### config.mk
export PLATFORM = sky130hd
export DESIGN_NAME = log_line_control_char_escaper_core
export DESIGN_NICKNAME = d
export VERILOG_FILES = /design/src/rtl/lcce_pkg.sv /design/src/rtl/lcce_queue.sv /design/src/rtl/lcce_front.sv /design/src/rtl/lcce_back.sv /design/src/rtl/log_line_control_char_escaper_core.sv
export SDC_FILE = /design/constraint.sdc
export NUM_CORES = 1
export LEC_CHECK = 0
export BUFFER_PORTS_ARGS = -buffer_cell sky130_fd_sc_hd__buf_2
export CORE_MARGIN = 2
export CORE_UTILIZATION = 55
export CTS_CLUSTER_SIZE = 16
export DETAILED_ROUTE_END_ITERATION = 8
export PLACE_DENSITY = 0.73
export SKIP_LAST_GASP = 1
export SYNTH_ARGS = -nofsm -noshare
export SYNTH_HDL_FRONTEND = slang
export SYNTH_HIERARCHICAL = 1
export SYNTH_SLANG_ARGS = --single-unit
### constraint.sdc
create_clock -name clock -period 8.1 [get_ports clock]
set_clock_uncertainty 0.05 [all_clocks]
set_input_delay 0.81 -clock clock [delete_from_list [all_inputs] [get_ports clock]]
set_output_delay 0.81 -clock clock [all_outputs]
set_load 0.02 [all_outputs]
### src/rtl/lcce_pkg.sv
// Types, constants and register codes of the control character escaper.
package lcce_pkg;

   localparam int COUNT_BITS_DEFAULT = 16;
   localparam int MAX_LINE_BITS      = 16;
   localparam int CSR_INDEX_BITS     = 4;
   localparam int CSR_DATA_BITS      = 16;
   localparam int JOB_QUEUE_DEPTH    = 2;
   localparam int RSP_QUEUE_DEPTH    = 2;

   // register indexes on the configuration port
   localparam logic [CSR_INDEX_BITS-1:0] REG_MAX_LINE        = 4'd0;
   localparam logic [CSR_INDEX_BITS-1:0] REG_ESCAPE_CHAR     = 4'd1;
   localparam logic [CSR_INDEX_BITS-1:0] REG_ESCAPE_CONTROL  = 4'd2;
   localparam logic [CSR_INDEX_BITS-1:0] REG_DROP_TRAILING_LF = 4'd3;

   localparam logic [MAX_LINE_BITS-1:0] MAX_LINE_RESET    = 16'd2048;
   localparam logic [7:0]               ESCAPE_CHAR_RESET = 8'd35;

   localparam logic [7:0] CHAR_Z    = 8'h7A;
   localparam logic [7:0] CHAR_ZERO = 8'h30;
   localparam logic [7:0] CHAR_LF   = 8'h0A;
   localparam logic [7:0] CHAR_NUL  = 8'h00;
   localparam logic [7:0] CHAR_DEL  = 8'h7F;
   localparam logic [7:0] CTRL_TOP  = 8'h20;

   typedef struct packed {
      logic [7:0] in_byte;
      logic       last_byte;
   } req_type;

   typedef struct packed {
      logic [7:0] out_byte;
      logic       has_byte;
      logic       line_done;
      logic       message_dropped;
      logic       last_of_run;
   } rsp_type;

   typedef struct packed {
      logic [MAX_LINE_BITS-1:0] max_line;
      logic [7:0]               escape_char;
      logic                     escape_control;
      logic                     drop_trailing_lf;
   } cfg_type;

   // work handed from front to back for one accepted beat
   typedef struct packed {
      logic            drop;        // reject result first
      logic [1:0]      nbytes;      // bytes to emit, 0..3
      logic [2:0][7:0] bytes;       // bytes[0] goes out first
      logic            close_line;  // line end closes the message
   } job_type;

endpackage

### src/rtl/lcce_queue.sv
// Small first-in first-out queue used between the escaper stages.
module lcce_queue #(
   parameter type item_type = logic,
   parameter int  DEPTH     = 2
) (
   input  logic     clock,
   input  logic     reset,
   input  logic     push,
   input  item_type push_data,
   output logic     full,
   input  logic     pop,
   output item_type pop_data,
   output logic     empty
);

   localparam int PtrBits = (DEPTH > 1) ? $clog2(DEPTH) : 1;
   localparam int CntBits = $clog2(DEPTH + 1);
   localparam logic [PtrBits-1:0] LastPtr = PtrBits'(DEPTH - 1);

   item_type             mem_ff [DEPTH];
   logic [PtrBits-1:0]   wr_ptr_ff, wr_ptr_in;
   logic [PtrBits-1:0]   rd_ptr_ff, rd_ptr_in;
   logic [CntBits-1:0]   count_ff, count_in;
   logic                 do_push, do_pop;

   assign full     = (count_ff == CntBits'(DEPTH));
   assign empty    = (count_ff == '0);
   assign do_push  = push && !full;
   assign do_pop   = pop && !empty;
   assign pop_data = mem_ff[rd_ptr_ff];

   always_comb begin
      wr_ptr_in = wr_ptr_ff;
      rd_ptr_in = rd_ptr_ff;
      count_in  = count_ff;
      if (do_push) begin
         wr_ptr_in = (wr_ptr_ff == LastPtr) ? '0 : wr_ptr_ff + PtrBits'(1);
      end
      if (do_pop) begin
         rd_ptr_in = (rd_ptr_ff == LastPtr) ? '0 : rd_ptr_ff + PtrBits'(1);
      end
      if (do_push && !do_pop) begin
         count_in = count_ff + CntBits'(1);
      end else if (do_pop && !do_push) begin
         count_in = count_ff - CntBits'(1);
      end
   end

   always_ff @(posedge clock) begin
      if (reset) begin
         wr_ptr_ff <= '0;
         rd_ptr_ff <= '0;
         count_ff  <= '0;
      end else begin
         wr_ptr_ff <= wr_ptr_in;
         rd_ptr_ff <= rd_ptr_in;
         count_ff  <= count_in;
      end
   end

   always_ff @(posedge clock) begin
      if (do_push) begin
         mem_ff[wr_ptr_ff] <= push_data;
      end
   end

endmodule

### src/rtl/lcce_front.sv
// Front stage: holds back the two newest bytes, trims the tail, rejects messages.
module lcce_front (
   input  logic             clock,
   input  logic             reset,
   input  logic             accept,
   input  lcce_pkg::req_type req_data,
   input  lcce_pkg::cfg_type cfg,
   output logic             job_push,
   output lcce_pkg::job_type job
);

   logic [7:0] held0_ff, held0_in;
   logic [7:0] held1_ff, held1_in;
   logic [1:0] held_count_ff, held_count_in;
   logic       at_first_ff, at_first_in;
   logic       rejected_ff, rejected_in;

   logic       reject_now;
   logic       rejecting;
   logic [7:0] b;
   logic [7:0] t0, t1, t2, tail_last;
   logic [1:0] cnt;

   always_comb begin
      b          = req_data.in_byte;
      reject_now = at_first_ff && (b == lcce_pkg::CHAR_Z);
      rejecting  = rejected_ff || reject_now;

      t0 = b;
      t1 = b;
      t2 = b;
      cnt = 2'd1;
      case (held_count_ff)
         2'd0: begin
            t0 = b;
            cnt = 2'd1;
         end
         2'd1: begin
            t0 = held0_ff;
            t1 = b;
            cnt = 2'd2;
         end
         default: begin
            t0 = held0_ff;
            t1 = held1_ff;
            t2 = b;
            cnt = 2'd3;
         end
      endcase
      // trailing NUL goes first, then a trailing LF if enabled
      if (b == lcce_pkg::CHAR_NUL) begin
         cnt = cnt - 2'd1;
      end
      tail_last = (cnt == 2'd1) ? t0 : ((cnt == 2'd2) ? t1 : t2);
      if (cfg.drop_trailing_lf && (cnt != 2'd0) && (tail_last == lcce_pkg::CHAR_LF)) begin
         cnt = cnt - 2'd1;
      end

      job      = '0;
      job.drop = reject_now;
      if (!req_data.last_byte) begin
         if (!rejecting && (held_count_ff == 2'd2)) begin
            job.nbytes   = 2'd1;
            job.bytes[0] = held0_ff;
         end
      end else if (!rejecting) begin
         job.nbytes     = cnt;
         job.bytes[0]   = t0;
         job.bytes[1]   = t1;
         job.bytes[2]   = t2;
         job.close_line = 1'b1;
      end
      job_push = accept && (job.drop || (job.nbytes != 2'd0) || job.close_line);

      held0_in      = held0_ff;
      held1_in      = held1_ff;
      held_count_in = held_count_ff;
      at_first_in   = at_first_ff;
      rejected_in   = rejected_ff;
      if (accept) begin
         if (req_data.last_byte) begin
            held_count_in = 2'd0;
            at_first_in   = 1'b1;
            rejected_in   = 1'b0;
         end else begin
            at_first_in = 1'b0;
            rejected_in = rejecting;
            if (!rejecting) begin
               case (held_count_ff)
                  2'd0: begin
                     held0_in      = b;
                     held_count_in = 2'd1;
                  end
                  2'd1: begin
                     held1_in      = b;
                     held_count_in = 2'd2;
                  end
                  default: begin
                     held0_in = held1_ff;
                     held1_in = b;
                  end
               endcase
            end
         end
      end
   end

   always_ff @(posedge clock) begin
      if (reset) begin
         held_count_ff <= 2'd0;
         at_first_ff   <= 1'b1;
         rejected_ff   <= 1'b0;
      end else begin
         held_count_ff <= held_count_in;
         at_first_ff   <= at_first_in;
         rejected_ff   <= rejected_in;
      end
   end

   always_ff @(posedge clock) begin
      held0_ff <= held0_in;
      held1_ff <= held1_in;
   end

endmodule

### src/rtl/lcce_back.sv
// Back stage: walks one job per pass, expands escapes, applies the line limit.
module lcce_back #(
   parameter int COUNT_BITS = lcce_pkg::COUNT_BITS_DEFAULT
) (
   input  logic              clock,
   input  logic              reset,
   input  lcce_pkg::cfg_type  cfg,
   input  logic              job_valid,
   input  lcce_pkg::job_type  job,
   output logic              job_pop,
   input  logic              res_full,
   output logic              res_push,
   output lcce_pkg::rsp_type  res_data
);

   localparam int LimW = (COUNT_BITS > lcce_pkg::MAX_LINE_BITS) ?
                         COUNT_BITS : lcce_pkg::MAX_LINE_BITS;
   localparam logic [LimW-1:0] CountMax = LimW'((64'd1 << COUNT_BITS) - 64'd1);

   logic                  drop_done_ff, drop_done_in;
   logic [1:0]            byte_idx_ff, byte_idx_in;
   logic [1:0]            digit_ff, digit_in;
   logic [COUNT_BITS-1:0] line_count_ff, line_count_in;
   logic                  truncated_ff, truncated_in;
   lcce_pkg::rsp_type     pend_ff, pend_in;
   logic                  pend_valid_ff, pend_valid_in;
   logic                  pend_closed_ff, pend_closed_in;

   logic              step_ok;
   logic              gen;
   lcce_pkg::rsp_type gen_res;
   logic              job_last;
   logic              item_done;
   logic [7:0]        cur;
   logic              needs_escape;
   logic [LimW-1:0]   lim, max_ext, lc_w;
   logic              at_limit, has_room;

   assign max_ext  = LimW'(cfg.max_line);
   assign lim      = (max_ext < CountMax) ? max_ext : CountMax;
   assign lc_w     = LimW'(line_count_ff);
   assign at_limit = (lc_w >= lim);
   assign has_room = (({1'b0, lc_w} + (LimW + 1)'(3)) < {1'b0, lim});
   assign cur      = job.bytes[byte_idx_ff];
   assign needs_escape = (cur == lcce_pkg::CHAR_NUL) ||
                         (cfg.escape_control &&
                          ((cur < lcce_pkg::CTRL_TOP) || (cur == lcce_pkg::CHAR_DEL)));

   // a step may produce one result; it needs room only if the pending one must move
   assign step_ok  = job_valid && (!pend_valid_ff || !res_full);
   assign job_pop  = step_ok && job_last;
   assign res_push = pend_valid_ff && !res_full && (pend_closed_ff || (step_ok && gen));

   always_comb begin
      res_data             = pend_ff;
      res_data.last_of_run = pend_closed_ff;
   end

   always_comb begin
      gen           = 1'b0;
      gen_res       = '0;
      job_last      = 1'b0;
      item_done     = 1'b1;
      drop_done_in  = drop_done_ff;
      byte_idx_in   = byte_idx_ff;
      digit_in      = digit_ff;
      line_count_in = line_count_ff;
      truncated_in  = truncated_ff;

      if (job.drop && !drop_done_ff) begin
         gen                     = 1'b1;
         gen_res.message_dropped = 1'b1;
         drop_done_in            = 1'b1;
         job_last                = (job.nbytes == 2'd0) && !job.close_line;
      end else if (byte_idx_ff < job.nbytes) begin
         if (truncated_ff) begin
            gen = 1'b0;
         end else if (at_limit) begin
            gen               = 1'b1;
            gen_res.line_done = 1'b1;
            truncated_in      = 1'b1;
         end else if (needs_escape) begin
            if (has_room) begin
               gen              = 1'b1;
               gen_res.has_byte = 1'b1;
               case (digit_ff)
                  2'd0:    gen_res.out_byte = cfg.escape_char;
                  2'd1:    gen_res.out_byte = lcce_pkg::CHAR_ZERO + {6'd0, cur[7:6]};
                  2'd2:    gen_res.out_byte = lcce_pkg::CHAR_ZERO + {5'd0, cur[5:3]};
                  default: gen_res.out_byte = lcce_pkg::CHAR_ZERO + {5'd0, cur[2:0]};
               endcase
               item_done = (digit_ff == 2'd3);
               digit_in  = digit_ff + 2'd1;
               if (item_done) begin
                  line_count_in = line_count_ff + COUNT_BITS'(4);
               end
            end
         end else begin
            gen              = 1'b1;
            gen_res.has_byte = 1'b1;
            gen_res.out_byte = cur;
            line_count_in    = line_count_ff + COUNT_BITS'(1);
         end
         if (item_done) begin
            byte_idx_in = byte_idx_ff + 2'd1;
            digit_in    = 2'd0;
            job_last    = ((byte_idx_ff + 2'd1) == job.nbytes) && !job.close_line;
         end
      end else begin
         // line end: report unless already cut, then reset line state
         gen               = !truncated_ff;
         gen_res.line_done = !truncated_ff;
         line_count_in     = '0;
         truncated_in      = 1'b0;
         job_last          = 1'b1;
      end

      if (job_last) begin
         drop_done_in = 1'b0;
         byte_idx_in  = 2'd0;
         digit_in     = 2'd0;
      end

      pend_in        = pend_ff;
      pend_valid_in  = pend_valid_ff;
      pend_closed_in = pend_closed_ff;
      if (step_ok && gen) begin
         pend_in        = gen_res;
         pend_valid_in  = 1'b1;
         pend_closed_in = job_last;
      end else begin
         if (res_push) begin
            pend_valid_in  = 1'b0;
            pend_closed_in = 1'b0;
         end else if (step_ok && job_last && pend_valid_ff) begin
            pend_closed_in = 1'b1;
         end
      end
   end

   always_ff @(posedge clock) begin
      if (reset) begin
         drop_done_ff   <= 1'b0;
         byte_idx_ff    <= 2'd0;
         digit_ff       <= 2'd0;
         line_count_ff  <= '0;
         truncated_ff   <= 1'b0;
         pend_valid_ff  <= 1'b0;
         pend_closed_ff <= 1'b0;
      end else begin
         if (step_ok) begin
            drop_done_ff  <= drop_done_in;
            byte_idx_ff   <= byte_idx_in;
            digit_ff      <= digit_in;
            line_count_ff <= line_count_in;
            truncated_ff  <= truncated_in;
         end
         pend_valid_ff  <= pend_valid_in;
         pend_closed_ff <= pend_closed_in;
      end
   end

   always_ff @(posedge clock) begin
      pend_ff <= pend_in;
   end

endmodule

### src/rtl/log_line_control_char_escaper_core.sv
// Top level of the log line control character escaper.
//
//   channel   ports                          beat
//   req       req_push / req_full            one message byte, last byte marked
//   rsp       rsp_empty / rsp_pop            one result of the cleaned line
//   csr       csr_valid / csr_ready          one register write
//
// One req beat of plain bytes is taken every cycle while req_full is low;
// results pass the job queue, the back pending register and the rsp queue.
// An escaped byte gives four rsp beats, one per back-stage cycle unless stalled;
// the last byte of a message gives up to three bytes plus the line end.
// req_full rises while the job queue between front and back is full.
// Reset is synchronous and clears control state; payload storage is not cleared.
// Configuration must be written only while idle (unchecked); csr_ready stays 1.
module log_line_control_char_escaper_core #(
   parameter int COUNT_BITS = lcce_pkg::COUNT_BITS_DEFAULT
) (
   input  logic                                 clock,
   input  logic                                 reset,
   input  logic                                 req_push,
   output logic                                 req_full,
   input  lcce_pkg::req_type                     req_data,
   output logic                                 rsp_empty,
   input  logic                                 rsp_pop,
   output lcce_pkg::rsp_type                     rsp_data,
   input  logic                                 csr_valid,
   output logic                                 csr_ready,
   input  logic [lcce_pkg::CSR_INDEX_BITS-1:0]  csr_index,
   input  logic [lcce_pkg::CSR_DATA_BITS-1:0]   csr_wdata
);

   lcce_pkg::cfg_type cfg_ff, cfg_in;

   logic              req_accept;
   logic              job_push, job_full, job_empty, job_pop;
   lcce_pkg::job_type job_wr, job_rd;
   logic              res_push, res_full;
   lcce_pkg::rsp_type res_wr;

   assign csr_ready  = 1'b1;
   assign req_full   = job_full;
   assign req_accept = req_push && !job_full;

   // register file
   always_comb begin
      cfg_in = cfg_ff;
      if (csr_valid) begin
         case (csr_index)
            lcce_pkg::REG_MAX_LINE:
               cfg_in.max_line = csr_wdata[lcce_pkg::MAX_LINE_BITS-1:0];
            lcce_pkg::REG_ESCAPE_CHAR:       cfg_in.escape_char      = csr_wdata[7:0];
            lcce_pkg::REG_ESCAPE_CONTROL:    cfg_in.escape_control   = csr_wdata[0];
            lcce_pkg::REG_DROP_TRAILING_LF:  cfg_in.drop_trailing_lf = csr_wdata[0];
            default:                         cfg_in = cfg_ff;
         endcase
      end
   end

   always_ff @(posedge clock) begin
      if (reset) begin
         cfg_ff.max_line         <= lcce_pkg::MAX_LINE_RESET;
         cfg_ff.escape_char      <= lcce_pkg::ESCAPE_CHAR_RESET;
         cfg_ff.escape_control   <= 1'b1;
         cfg_ff.drop_trailing_lf <= 1'b1;
      end else begin
         cfg_ff <= cfg_in;
      end
   end

   // front: tail holding, trimming and rejection
   lcce_front u_front (
      .clock    (clock),
      .reset    (reset),
      .accept   (req_accept),
      .req_data (req_data),
      .cfg      (cfg_ff),
      .job_push (job_push),
      .job      (job_wr)
   );

   // decouples front from back so each stalls on its own
   lcce_queue #(
      .item_type (lcce_pkg::job_type),
      .DEPTH     (lcce_pkg::JOB_QUEUE_DEPTH)
   ) u_job_queue (
      .clock     (clock),
      .reset     (reset),
      .push      (job_push),
      .push_data (job_wr),
      .full      (job_full),
      .pop       (job_pop),
      .pop_data  (job_rd),
      .empty     (job_empty)
   );

   // back: escaping, line limit, line end, last-of-run marking
   lcce_back #(
      .COUNT_BITS (COUNT_BITS)
   ) u_back (
      .clock     (clock),
      .reset     (reset),
      .cfg       (cfg_ff),
      .job_valid (!job_empty),
      .job       (job_rd),
      .job_pop   (job_pop),
      .res_full  (res_full),
      .res_push  (res_push),
      .res_data  (res_wr)
   );

   // result side looks like a queue to the consumer
   lcce_queue #(
      .item_type (lcce_pkg::rsp_type),
      .DEPTH     (lcce_pkg::RSP_QUEUE_DEPTH)
   ) u_rsp_queue (
      .clock     (clock),
      .reset     (reset),
      .push      (res_push),
      .push_data (res_wr),
      .full      (res_full),
      .pop       (rsp_pop),
      .pop_data  (rsp_data),
      .empty     (rsp_empty)
   );

endmodule

# Word level (Yosys, flattened, before mapping)
# Memory sizes are Yosys's and may differ from the RTL's. A register that Yosys moved wholly into a read port is not among the register bits.
# Cells that the tools add are included.
dict set report op_classes {
  n_addsub 18
  magnitude_cmp 6
  eq_ne 24
  n_mux 88
  bitwise 6
  reduce_logical 78
}
# operator n
set op_table {}
lappend op_table {{$mux 16} 8}
lappend op_table {{$mux 8} 7}
lappend op_table {{$mux 1} 44}
lappend op_table {{$mux 2} 21}
lappend op_table {{$mux 27} 1}
lappend op_table {{$logic_and 1x1->1} 24}
lappend op_table {{$pmux 8 s3} 1}
lappend op_table {{$mux 9} 2}
lappend op_table {{$add 16x2->17 const B} 1}
lappend op_table {{$lt 17x16->1} 1}
lappend op_table {{$add 16x1->16 const B} 1}
lappend op_table {{$add 16x3->16 const B} 1}
lappend op_table {{$bmux 8 s2} 1}
lappend op_table {{$eq 8x7->1 const B} 2}
lappend op_table {{$ge 16x16->1} 1}
lappend op_table {{$logic_not 8->1} 2}
lappend op_table {{$lt 16x16->1 const B} 1}
lappend op_table {{$pmux 8 s2} 1}
lappend op_table {{$reduce_bool 2->1} 8}
lappend op_table {{$add 6x3->7 const A} 2}
lappend op_table {{$logic_not 1->1} 13}
lappend op_table {{$eq 2x2->1 const B} 6}
lappend op_table {{$reduce_and 2->1} 6}
lappend op_table {{$reduce_and 4->1} 3}
lappend op_table {{other kinds (27)} 62}
dict set report totals {
  ff_bits 89
  ram_bits 80
  inputBits 34
  memories 2
}
# name depth width read_ports rd_ports_with_merged_regs wr line
set memory_table {}
lappend memory_table {u_job_queue.mem_ff 2 28 1 1 1 lcce_queue.sv:20} ;# item_type mem_ff [DEPTH];
lappend memory_table {u_rsp_queue.mem_ff 2 12 1 1 1 lcce_queue.sv:20}

# Logic depth before layout (Yosys ltp)
dict set report depth {
  word_depth 21
  ltp_mapped 22
}

# By module
# The synthesis kept the hierarchy.
# module instances cells_each area_each_um2
set by_module_without_submodules {}
lappend by_module_without_submodules {lcce_back 1 394 3245.6}
lappend by_module_without_submodules {{lcce_queue (u_job_queue)} 1 112 2234.6}
lappend by_module_without_submodules {lcce_front 1 152 1431.4}
lappend by_module_without_submodules {log_line_control_char_escaper_core 1 114 1174.9}
lappend by_module_without_submodules {{lcce_queue (u_rsp_queue)} 1 62 1078.5}

# Worst setup path before layout
# OpenSTA, ideal clock, no wires.
dict set report synth_path {
  path_type {register to register}
  start {register u_back.line_count_ff[3], in the netlist u_back/lc_w[3]}
  end {memory u_rsp_queue/mem_ff[0][0] (netlist name), enable pin}
  setup_ns 0.344
  t_arrival_ns 4.183
  required_time_ns 7.706
  path_slack_ns 3.523
  stages_incl_launch_ff 19
  path_buffers 0
  period_less_slack_ns 4.577
  cell_sequence {dfxtp_1 > ha_1 > and3_1 > and3_1 > nand3_1 > nor2_1 > nand2_1 > xnor2_1 > ha_1 > a21o_1 > a2111oi_0 > o41a_1 > and2_1 > o31ai_1 > nor2_1 > o21a_1 > inv_1 > or3_1 > inv_1}
}
dict set report synth_via {
  elab_chain_len 14
  word_cells_on_any_way 15
}
# item line
set synth_lines {}
lappend synth_lines {{start: declaration} lcce_back.sv:23} ;# logic [COUNT_BITS-1:0] line_count_ff, line_count_in;
lappend synth_lines {{start signal: assignment} lcce_back.sv:155} ;# line_count_ff <= line_count_in;
lappend synth_lines {{$add 16x2->17} lcce_back.sv:43} ;# assign has_room = (({1'b0, lc_w} + (LimW + 1)'(3)) < {1'b0, lim});
lappend synth_lines {{$lt 17x16->1} lcce_back.sv:43}
lappend synth_lines {{$mux 1} lcce_back.sv:83} ;# if (has_room) begin
lappend synth_lines {{$mux 1} lcce_back.sv:82} ;# end else if (needs_escape) begin
lappend synth_lines {{$mux 1 (*)} lcce_back.sv:78} ;# end else if (at_limit) begin
lappend synth_lines {{$mux 1 (*)} lcce_back.sv:76} ;# if (truncated_ff) begin
lappend synth_lines {{$mux 1 (*)} lcce_back.sv:75} ;# end else if (byte_idx_ff < job.nbytes) begin
lappend synth_lines {{$mux 1 (*)} lcce_back.sv:70} ;# if (job.drop && !drop_done_ff) begin
lappend synth_lines {{$logic_and 1x1->1 (*)} lcce_back.sv:52} ;# assign res_push = pend_valid_ff && !res_full && (pend_closed_ff || (step_ok && gen));
lappend synth_lines {{$logic_or 1x1->1 (*)} lcce_back.sv:52}
lappend synth_lines {{$logic_and 1x1->1 (*)} lcce_back.sv:52}
lappend synth_lines {{named net res_push} log_line_control_char_escaper_core.sv:37} ;# logic res_push, res_full;
lappend synth_lines {{$logic_and 1x1->1 (*)} lcce_queue.sv:28} ;# assign do_push = push && !full;
lappend synth_lines {{$mux 1 (*)} lcce_queue.sv:62} ;# if (do_push) begin
lappend synth_lines {{$mux 1 (not written as such) (*)} lcce_queue.sv:63} ;# mem_ff[wr_ptr_ff] <= push_data;
lappend synth_lines {{end: declaration} lcce_queue.sv:20}
# The timed path passes the listed nets; every way through them passes the cells marked *.

# Final worst setup path
dict set report layout_path {
  start {register u_back.line_count_ff[2], in the netlist u_back/lc_w[2]}
  end {register u_rsp_queue.count_ff[1]}
}
dict set report layout_via {
  elab_chain_len 15
  word_cells_on_any_way 18
}
# item line
set layout_lines {}
lappend layout_lines {{$add 16x2->17} lcce_back.sv:43}
lappend layout_lines {{$lt 17x16->1} lcce_back.sv:43}
lappend layout_lines {{$mux 1} lcce_back.sv:83}
lappend layout_lines {{$mux 1} lcce_back.sv:82}
lappend layout_lines {{$mux 1 (*)} lcce_back.sv:78}
lappend layout_lines {{$mux 1 (*)} lcce_back.sv:76}
lappend layout_lines {{$mux 1 (*)} lcce_back.sv:75}
lappend layout_lines {{$mux 1 (*)} lcce_back.sv:70}
lappend layout_lines {{$logic_and 1x1->1 (*)} lcce_back.sv:52}
lappend layout_lines {{$logic_or 1x1->1 (*)} lcce_back.sv:52}
lappend layout_lines {{$logic_and 1x1->1 (*)} lcce_back.sv:52}
lappend layout_lines {{named net res_push} log_line_control_char_escaper_core.sv:37}
lappend layout_lines {{$logic_and 1x1->1 (*)} lcce_queue.sv:28}
lappend layout_lines {{named net u_rsp_queue.do_push} lcce_queue.sv:24} ;# logic do_push, do_pop;
lappend layout_lines {{$logic_not 1->1} lcce_queue.sv:44} ;# end else if (do_pop && !do_push) begin
lappend layout_lines {{$logic_and 1x1->1} lcce_queue.sv:44}
lappend layout_lines {{$reduce_bool 2->1 (no source line)} -}
lappend layout_lines {{end signal: assignment} lcce_queue.sv:57} ;# count_ff <= count_in;
lappend layout_lines {{end: declaration} lcce_queue.sv:23} ;# logic [CntBits-1:0] count_ff, count_in;
# Marks and branches as above.
# A chain may end at the register's enable or synchronous reset.

==> flow_summary.yaml <==
setup_path:
  cp_slowest_cell: "nor2_1"
  max_stage_delay_ns: 0.77
  cp.arrival_ns: 5.81
  critPathBufInv: 1
  worstPathRequired_ns: 8.40
  crit_path_end_kind: "register"
  crit_chain: "ha_1 > and3_1 > and3_1 > nand3_1 > nor2_1 > nand2_1 > xnor2_1 > ha_1 > nand3_1 > nor3_1 > a2111oi_0 > o41a_1 > and2_1 > o31ai_1 > nor2_1 > o21a_1 > inv_1 > nor2_1 > ha_1 > or3_1 > a21oi_1"
  cp_top_family: "simple AND/OR/NAND/NOR gates"
  worstSetupStartpointType: "register"
  critPathMaxFanout: 13
  worstSetupPathType: "reg2reg"
logic_synthesis:
  synth_area_leaders: "edfxtp_1 (35%), dfxtp_1 (14%), mux2_2 (5.9%)"
  avgSynthCellArea_um2: 11.0
  ys_types: 82
  ys.flop_type: "edfxtp_1"
  syn_nets: 910
  synth.mux.area_fraction_pct: 10.4
  synth-edff-count: 107
  synth-simple-area-share_pct: 15.9
  synth_top_area_share_pct: 35.1
  synth_top_family_by_area: "simple AND/OR/NAND/NOR gates"
  syn-cell-area_um2: 9170
  synth_xor_xnor_area_share_pct: 2.35
  synth-compound-area-share_pct: 11.9
  async_reset_ff_share_pct: 0
  ys_ff_latch: 171
  yosys_warnings: 6
  syn_inst: 834
  ys_seq_area_share_pct: 49.0
  synthAdderAreaFrac_pct: 5.84
  synth_top_area_cell: "edfxtp_1"
cells_and_area:
  final_core_util_pct: 61.4
  final_layout_size_suffix_gt1_share_pct: 17.1
  most-common-layout-cells: "edfxtp_1 (107), nor2_1 (73), dfxtp_1 (64)"
  n_antenna_cell: 0
  layout_commonest_cell: "edfxtp_1"
  nNetsFinal: 940
  area_delta_synth_final_pct: 9.86
grt:
  grt_usage_pct: 22.6
  grt_pass1_wl_um: 31500
  antenna_found_initial: 0
  grt_max_degree: 67
  globalRouteOverflowTotal: 0
  grt_pass1_vias: 6039
clock_network:
  ctsHoldBuffers: 0
  cts_sinks: 171
  post_cts_buffers: 0
  cts_tree: "done"
  clkTransAtPathRegs_ns: 0.06
  post_cts_resized: 0
  htree_levels: 4
  clock-root-buffer: "clkbuf_16"
  cts_buffers: 17
  clk_latency_ns: 0.43
  cts_buffer_depth: 2
route:
  routedWlPerCell_um: 18.0
  drcViolationCount: 0
  dr_total_vias: 6550
  routed_wirelength_um: 19700
  drtPass1Iterations: 5
  vias_per_cell: 5.97
  drt_iter0_drc: 616
  antenna_left: 0
floorplanning:
  die_h_um: 133
  initial_core_util_pct: 55.9
  io_pins: 49
  die_area_um2: 17700
  fp.coreArea_um2: 16400
  rows: 47
  die_x_um: 133
pwr:
  vdd_drop_max_v: 0.000171
  leakage_uw: 0.00373
  p_per_area_nw_per_um2: 255
  power_uw: 2570
sta:
  worst_pin_slew_ns: 1.13
  drv_slew: 0
  final_hold_viol_count: 0
  min_period_ns: 5.52
  worst_hold_slack_ns: 0.393
  maxSlewHeadroom_pct: 24.0
  min_period_over_period_pct: 68.1
  tns_ns: 0
  rsz0062_at_grt: "false"
  setup_slack_ns: 2.58
  finalSetupViolCount: 0
  max_freq_ghz: 0.181
placement:
  dp_slack_ns: 2.65
  globalplace.congestion: 0.948
  numPortBuffers: 47
  post-dp-hpwl_um: 14100
worst_hold_path:
  worst_hold_path_type: "reg2reg"
run_status:
  status: "finished, final reports clean"
run:
  max_cap_viol_count: 0
[sequential cells by signal, summed over array words and instances, names as in the netlist, 2 cells and up, named ones only]
signal and flops:
u_front/held0_ff 8, u_back/digit_ff 2, u_rsp_queue/mem_ff 24, u_front/held1_ff 8, u_rsp_queue/count_ff 2, cfg_ff 26, u_job_queue/mem_ff 56, u_job_queue/count_ff 2
u_front/held_count_ff 2, u_back/lc_w 16, u_back/byte_idx_ff 2, u_back/res_data 11
[kinds of logic after synthesis]
kind of cell             Yosys count
AO/OA/AOI/OAI                    156
adder cells (fa/ha/maj)           43
multiplexers                      89
other                              1
buffers and inverters             86
AND/OR/NAND/NOR                  265
XOR/XNOR                          23
flip-flops                       171
[where the power goes]
group          internal (µW)  switching, µW
Sequential              1060           68.9
Combinational            220            375
Clock                    496            346
Total                   1780            789
[cell type report]
cell class | instances | area (µm²)
Fill cell | 1322 | 6340
Sequential cell | 171 | 4490
Multi-Input combinational cell | 577 | 4260
Clock buffer | 19 | 443
Tap cell | 220 | 275
Timing Repair Buffer | 50 | 258
Inverter | 47 | 176
Clock inverter | 13 | 165
[stage by stage]
step,area [µm²],instances
after floorplan,9170,834
after CTS,10100,1097
after global routing,10100,1097
after detailed placement,9460,1065
final,10100,1097
after global placement,9460,1065
[worst reg2reg max path, cell delays in order, from the launching register on]
cell and delay, ns:
dfxtp_1 0.56, ha_1 0.29, and3_1 0.19, and3_1 0.18, nand3_1 0.11, nor2_1 0.24, nand2_1 0.10, xnor2_1 0.13
ha_1 0.31, nand3_1 0.13, nor3_1 0.07, a2111oi_0 0.43, o41a_1 0.28, and2_1 0.21, o31ai_1 0.14, nor2_1 0.77
o21a_1 0.19, inv_1 0.06, nor2_1 0.15, ha_1 0.28, or3_1 0.37, a21oi_1 0.20
[synthesized netlist by cell type (6+ instances only)]
cell type / number
mux2_2: 48
inv_1: 46
o31ai_1: 11
nor3_1: 7
buf_6: 6
mux2i_1: 40
or3_1: 12
dfxtp_1: 64
nand3_1: 24
buf_4: 6
clkbuf_1: 19
o21ai_0: 22
nor2b_1: 7
a21o_1: 6
a22o_1: 9
a211oi_1: 7
a22oi_1: 10
ha_1: 42
nand4_1: 14
nand2b_1: 39
o2bb2ai_1: 7
and3_1: 12
a21oi_1: 38
xor2_1: 13
nand2_1: 31
or4_1: 9
nor2_1: 73
xnor2_1: 9
edfxtp_1: 107
[layer usage]
layer  track usage [%]  part of all wire (%)  up-vias
met3              4.90                   6.2       29
met1              33.3                    48     3163
met2              33.8                    45      210
met5                 0                     0        -
met4              6.21                   1.4        0
li1                  -                     -     3148
[final timing paths]
check,start,endpoint,slack [ns],depth (start not counted)
worst max register to register,u_back/lc_w[2],u_rsp_queue/count_ff[1],2.58,21
worst max-delay path,u_back/lc_w[2],u_rsp_queue/count_ff[1],2.58,21
worst min register to register,u_back/res_data[10],u_rsp_queue/mem_ff[1][10],0.39,0
worst min-delay path,u_back/res_data[10],u_rsp_queue/mem_ff[1][10],0.39,0
Note: power is estimated with default switching activity, not from simulation.
